$ cat src/sv/spo2bp_pkg.sv
// Shared constants and widths of the oxygen-saturation baseline block.
package spo2bp_pkg;

    // Field widths.
    localparam int RAW_W   = 16;
    localparam int FV_W    = 17;
    localparam int ENTRY_W = 18;
    localparam int LEVEL_W = 14;
    localparam int CNT_W   = 11;
    localparam int SPE_W   = 6;
    localparam int CFG_D_W = 11;
    localparam int CFG_I_W = 2;

    // Default structure sizes.
    localparam int MEDIAN_LENGTH_DEF = 5;
    localparam int WINDOW_DEPTH_DEF  = 1024;
    localparam int EPOCH_MAX_DEF     = 32;

    // Register reset values.
    localparam logic [SPE_W-1:0]   SPE_RESET = SPE_W'(30);
    localparam logic [CFG_D_W-1:0] WIN_RESET = CFG_D_W'(600);

    // Register indexes.
    localparam logic [CFG_I_W-1:0] CFG_SAMPLES_PER_EPOCH = 2'd0;
    localparam logic [CFG_I_W-1:0] CFG_WINDOW_SAMPLES    = 2'd1;

    // Usable range in half-hundredths of a percent, and its offset width.
    localparam logic [FV_W-1:0] USABLE_LOW  = FV_W'(16000);
    localparam logic [FV_W-1:0] USABLE_HIGH = FV_W'(20000);
    localparam int OFS_W = 12;

    localparam int MIN_USABLE = 10;
    localparam logic [LEVEL_W-1:0] DEFAULT_LEVEL = LEVEL_W'(9600);

endpackage

$ cat src/sv/spo2bp_median.sv
// Trailing median over the valid taps, in half-hundredths of a percent.
module spo2bp_median #(
    parameter int MEDIAN_LENGTH = spo2bp_pkg::MEDIAN_LENGTH_DEF
) (
    input  logic [spo2bp_pkg::RAW_W-1:0] i_taps [MEDIAN_LENGTH],
    input  logic [MEDIAN_LENGTH-1:0]     i_ok,
    output logic [spo2bp_pkg::FV_W-1:0]  o_value
);
    import spo2bp_pkg::*;

    localparam int RW = $clog2(MEDIAN_LENGTH + 1);

    logic [RW-1:0]    rank [MEDIAN_LENGTH];
    logic [RW-1:0]    n_ok;
    logic [RW-1:0]    a_rank;
    logic [RW-1:0]    b_rank;
    logic [RAW_W-1:0] va;
    logic [RAW_W-1:0] vb;

    // Each valid tap gets a unique rank; ties break by tap position.
    always_comb begin
        n_ok = '0;
        for (int j = 0; j < MEDIAN_LENGTH; j++) begin
            n_ok = n_ok + RW'(i_ok[j]);
        end
        for (int i = 0; i < MEDIAN_LENGTH; i++) begin
            rank[i] = '0;
            for (int j = 0; j < MEDIAN_LENGTH; j++) begin
                if (j != i && i_ok[j] &&
                    (i_taps[j] < i_taps[i] || (i_taps[j] == i_taps[i] && j < i))) begin
                    rank[i] = rank[i] + RW'(1);
                end
            end
        end
        a_rank = n_ok >> 1;
        b_rank = n_ok[0] ? a_rank : a_rank - RW'(1);
        va = '0;
        vb = '0;
        for (int i = 0; i < MEDIAN_LENGTH; i++) begin
            if (i_ok[i] && rank[i] == a_rank) begin
                va = i_taps[i];
            end
            if (i_ok[i] && rank[i] == b_rank) begin
                vb = i_taps[i];
            end
        end
        // An odd count picks the same tap twice, which doubles it.
        o_value = (n_ok == '0) ? '0 : FV_W'(va) + FV_W'(vb);
    end

endmodule

$ cat config.mk
export PLATFORM = sky130hd
export DESIGN_NAME = spo2bp_median
export DESIGN_NICKNAME = d
export VERILOG_FILES = /design/src/sv/spo2bp_pkg.sv /design/src/sv/spo2bp_median.sv
export SDC_FILE = /design/constraint.sdc
export NUM_CORES = 1
export LEC_CHECK = 0
export BUFFER_PORTS_ARGS = -buffer_cell sky130_fd_sc_hd__buf_2
export CAP_MARGIN = 20
export CORE_AREA = 2 2 144 146
export DETAILED_ROUTE_END_ITERATION = 8
export DIE_AREA = 0 0 146 148
export PLACE_DENSITY = 0.65
export SYNTH_ARGS = -nofsm -noshare
export SYNTH_HDL_FRONTEND = slang
export SYNTH_SLANG_ARGS = --single-unit
$ cat constraint.sdc
create_clock -name vclk -period 24.8
set_clock_uncertainty 0.1 [all_clocks]
set_input_delay 4.96 -clock vclk [all_inputs]
set_output_delay 4.96 -clock vclk [all_outputs]
set_load 0.03 [all_outputs]
# Word-level counts from Yosys, hierarchy flattened
# Cells that the tools add are included.
# Widths: inputs -> output; s select.
dict set report word_totals {
  reg_bits 0
  inputBits 85
  output_inout_bits 17
  wordCells 134
}
dict set report op_classes {
  add_sub_neg 21
  n_lt_le_gt_ge 20
  n_eq_ne 20
  mux 32
  reduce_logical 41
}
# cell count
set op_table {}
lappend op_table {{$lt 16x16->1} 20}
lappend op_table {{$eq 16x16->1} 10}
lappend op_table {{$mux 16} 10}
lappend op_table {{$mux 3} 16}
lappend op_table {{$add 3x1->3 const B} 10}
lappend op_table {{$logic_and 1x1->1} 30}
lappend op_table {{$add 16x16->17} 1}
lappend op_table {{$mux 17} 1}
lappend op_table {{$eq 3x2->1} 5}
lappend op_table {{$eq 3x3->1} 5}
lappend op_table {{$add 1x1->2 const B} 5}
lappend op_table {{$logic_or 1x1->1} 10}
lappend op_table {{$add 3x1->3} 2}
lappend op_table {{$mux 1} 5}
lappend op_table {{$add 2x1->3} 1}
lappend op_table {{$logic_not 3->1} 1}
lappend op_table {{$sub 2x1->3 const B} 1}
lappend op_table {{$add 1x1->2} 1}

# Longest topological paths before layout
dict set report depth {
  ltp_word 18
  ltp_mapped 39
  depth_no_buf 38
}

# Worst setup path before layout
# OpenSTA, ideal clock, no wires.
dict set report synth_path {
  path_kind {input -> output}
  startpoint {input port i_taps[33] in the netlist's numbering}
  endpoint {output port o_value[14] in the netlist's numbering}
  arrival_time_ns 11.657
  setup_slack_ns 8.083
  cell_stages 37
  n_path_buf 1
  path_cell_list {inv_1 -> ha_1 -> nor2b_1 -> o21a_1 -> o21a_1 -> o21a_1 -> o21a_1 -> o21a_1 -> o21a_1 -> o21ai_0 -> a21o_1 -> nor2_1 -> ha_1 -> nor3_1 -> a311oi_2 -> and2_1 -> ha_1 -> inv_1 -> a311oi_1 -> a31oi_2 -> xor2_1 -> nor4_4 -> inv_2 -> buf_2 -> nand3_1 -> a32oi_1 -> ha_1 -> nor2b_1 -> o21ai_0 -> a21boi_0 -> o21ai_0 -> nand2b_1 -> a21o_1 -> a41o_1 -> o41ai_1 -> o221a_2 -> and3_1}
}
dict set report synth_via {
  elab_chain_cells 17
  elab_cells_between_ends 79
  classes_between {10 x add/sub; 8 x order compare; 14 x eq/ne; 25 x mux; 22 x reduce/logical}
}
# item line_no
set synth_rtl {}
lappend synth_rtl {{from (decl)} spo2bp_median.sv:5} ;# input logic [spo2bp_pkg::RAW_W-1:0] i_taps [MEDIAN_LENGTH],
lappend synth_rtl {{$lt 16x16->1 / $eq 16x16->1 (equally long branches)} spo2bp_median.sv:30} ;# (i_taps[j] < i_taps[i] || (i_taps[j] == i_taps[i] && j < i))) begin
lappend synth_rtl {{$logic_or 1x1->1} spo2bp_median.sv:30}
lappend synth_rtl {{$logic_and 1x1->1} spo2bp_median.sv:29} ;# if (j != i && i_ok[j] &&
lappend synth_rtl {{$mux 1} spo2bp_median.sv:29}
lappend synth_rtl {{$add 1x1->2} spo2bp_median.sv:31} ;# rank[i] = rank[i] + RW'(1);
lappend synth_rtl {{$mux 3} spo2bp_median.sv:29}
lappend synth_rtl {{$add 3x1->3} spo2bp_median.sv:31}
lappend synth_rtl {{$mux 3} spo2bp_median.sv:29}
lappend synth_rtl {{$add 3x1->3} spo2bp_median.sv:31}
lappend synth_rtl {{$mux 3} spo2bp_median.sv:29}
lappend synth_rtl {{$eq 3x2->1 / $eq 3x3->1 (equally long branches)} {spo2bp_median.sv:40, spo2bp_median.sv:43}}
lappend synth_rtl {{$logic_and 1x1->1 (on tied branches)} {spo2bp_median.sv:40, spo2bp_median.sv:43}}
lappend synth_rtl {{$mux 16 (on tied branches) (3 in a row)} {spo2bp_median.sv:40, spo2bp_median.sv:43}}
lappend synth_rtl {{$add 16x16->17 (*)} spo2bp_median.sv:48} ;# o_value = (n_ok == '0) ? '0 : FV_W'(va) + FV_W'(vb);
lappend synth_rtl {{$mux 17 (*)} spo2bp_median.sv:48}
lappend synth_rtl {{to (decl)} spo2bp_median.sv:7} ;# output logic [spo2bp_pkg::FV_W-1:0] o_value
# Every way passes the cells marked *; elsewhere a longest branch is shown, timed or not.

# Worst setup path after layout
# Ends and elaborated chain as after synthesis.

==> qor.txt <==
Routed len/inst: 21.30 um
Ant diodes: 0
Initial antenna violation count: 0
Pin count of the biggest net entering global routing: 34
Chip Width: 146 um
RSZ-0062 raised after global routing: no
Post-Syn Nets: 1328
Distinct cell type count after synthesis: 89
IO buf count: 102
Post-CTS Setup Bufs: 0
Die H: 148 um
Leakage dissipation: 0.004184 uW
Slew Limit Fails: 0
Mean post-synth cell area: 7.535 um2
MaxCap Viol Count: 0
Crit. End Element: output port
DRC: 0
Critical Path Max Stage Delay: 830 ps
Worst relative slew slack: 25.26%
Met3 WL: 2518 um
P&R area growth vs syn: 10.05%
Fin. Hold Viols: 0
Setup CP Type: in -> out
Cell count after synthesis: 1046
Worst-margin pin slew: 1112 ps
Worst hold margin: 10560 ps
Worst Path Required: 19740 ps
Fillers: 2095
Clock buffers: 0
Global route total overflow: 0
Top post-synthesis cells by area: ha_1, inv_1, nand3_1
Total core area: 20040 um2
Top cell type's share of synthesized area: 30.80%
Vias in the first global route: 8323
Hold Path Stages: 6
Power Density: 78.08 nW/um2
Initial DRC count: 897
Worst-path fanout max: 17
Via count: 8733
First-pass GRT wire length: 45840 um
Synth warn: 0
Top Layer Used: met4
Drt via density: 6.251
HPWL after DPL: 24710 um
Post-CTS Resized: 0
First-pass DRT Iterations: 8
Met2 WL post-DR: 13550 um
WP data arrival: 13290 ps
GPL Wtd Cong: 0.9961
Mapped cell area: 7881 um2
Fin crit period: 18350 ps
Post-synthesis sequential area ratio: 0%
Top cell type by total area after synthesis: ha_1
Antenna Nets Post-Route: 0
Ratio of cells with drive above 1 in the final layout: 13.22%
Final TNS setup: 0 ps
Final period utilization: 73.98%
Worst VDD drop: 0.00004513 V
Post-CTS Hold Buffers: 0
Die area: 21610 um2
Fmax achieved: 0.05451 GHz
All-Layer GR Usage: 26.67%
FP Rows: 52
Hold WC Path Type: in -> out
Routed wire length: 29750 um
Register area: 0 um2
Status: finished clean
I/O pin count: 102
WL met1: 12670 um
Num sequential: 0
CP most frequent cell: o21a_1
Initial Utilization: 39.33%
Slowest cell on crit path: a221oi_4
Nets: 1411
Critical Path Source Type: primary input
Final setup vio count: 0
-- final timing paths --
check / startpoint / to / slack, ps
worst max-delay path: i_taps[33] / o_value[14] / 6450
worst min-delay path: i_taps[1] / o_value[1] / 10560
-- cell families after synthesis --
group	synth area share (%)
and+or+nand+nor	21.80
muxes	3.413
AOI/OAI and AO/OA	29.74
adders and majority gates	31.56
xor gates and xnor gates	6.017
buffers and inverters	7.477
-- synth_stat cells (all sizes together), types with 4 or more instances --
cell type and n:
a2111oi 6, a211o 4, a211oi 16, a21boi 6, a21o 25, a21oi 47
a311o 18, a31oi 26, a32oi 15, and2 27, and3 7, buf 17
clkbuf 18, ha 194, inv 113, mux2i 23, nand2 67, nand2b 23
nand3 54, nand4 38, nor2 54, nor2b 16, nor3 13, nor4 9
o211ai 26, o21a 24, o21ai 37, o311ai 12, o31ai 6, o41ai 4
or4 5, xnor2 27, xnor3 4, xor2 16
-- worst max-delay path: cells and delay by family --
kind | cells | cell delay (ps)
muxes | 1 | 100
and+or+nand+nor | 7 | 1030
buffers and inverters | 5 | 560
adders and majority gates | 5 | 1310
AOI/OAI and AO/OA | 22 | 5320
-- report_power, final --
part / switching (uW) / total, uW / internal, uW
combinational: 425 / 677 / 253
sequential: 0 / 0 / 0
clock: 0 / 0 / 0
-- through the flow --
stage                     total power (uW)  util, %  cell area (um2)  cells  worst slack [ps]
final                                677.2    43.28             8673   1397              6454
after global routing                 736.6    43.28             8673   1397              5867
after CTS                            671.4    43.26             8668   1396              6533
after detailed placement             667.2    43.26             8668   1396              6559
after global placement               663.7    43.26             8668   1396              6719
after floorplan                      506.0        -             7881   1046              8083
-- cell usage in the layout (no fill, tap or decap), types with 4 or more instances in the layout --
cell type / count
ha_1: 194
inv_1: 111
buf_2: 103
nand2_1: 67
nand3_1: 53
nor2_1: 53
a21oi_1: 47
nand4_1: 38
o21ai_0: 33
and2_1: 27
xnor2_1: 26
o211ai_1: 25
a21o_1: 24
nand2b_1: 23
o21a_1: 23
a31oi_1: 23
mux2i_1: 22
a311o_1: 18
nor2b_1: 16
xor2_1: 16
a32oi_1: 15
a211oi_1: 14
buf_4: 13
nor3_1: 12
o311ai_1: 9
and3_1: 6
o31ai_1: 6
nor4_1: 5
a2111oi_0: 5
or4_1: 4
a211o_1: 4
o21ai_1: 4
xnor3_1: 4
-- layer usage --
layer,global-route usage [%],vias up
met3,3.179,68
met2,45.07,409
met5,0,-
li1,-,4142
met4,8.738,0
met1,35.37,4114
-- final cells by class --
class / instances / area [um2] / area share (%)
Inverter: 114 / 427.9 / 4.934
Tap cell: 270 / 337.8 / 3.895
Multi-Input combinational cell: 897 / 7295 / 84.10
Timing Repair Buffer: 116 / 613.1 / 7.069
No activity file was read; power rests on OpenSTA's default activity.
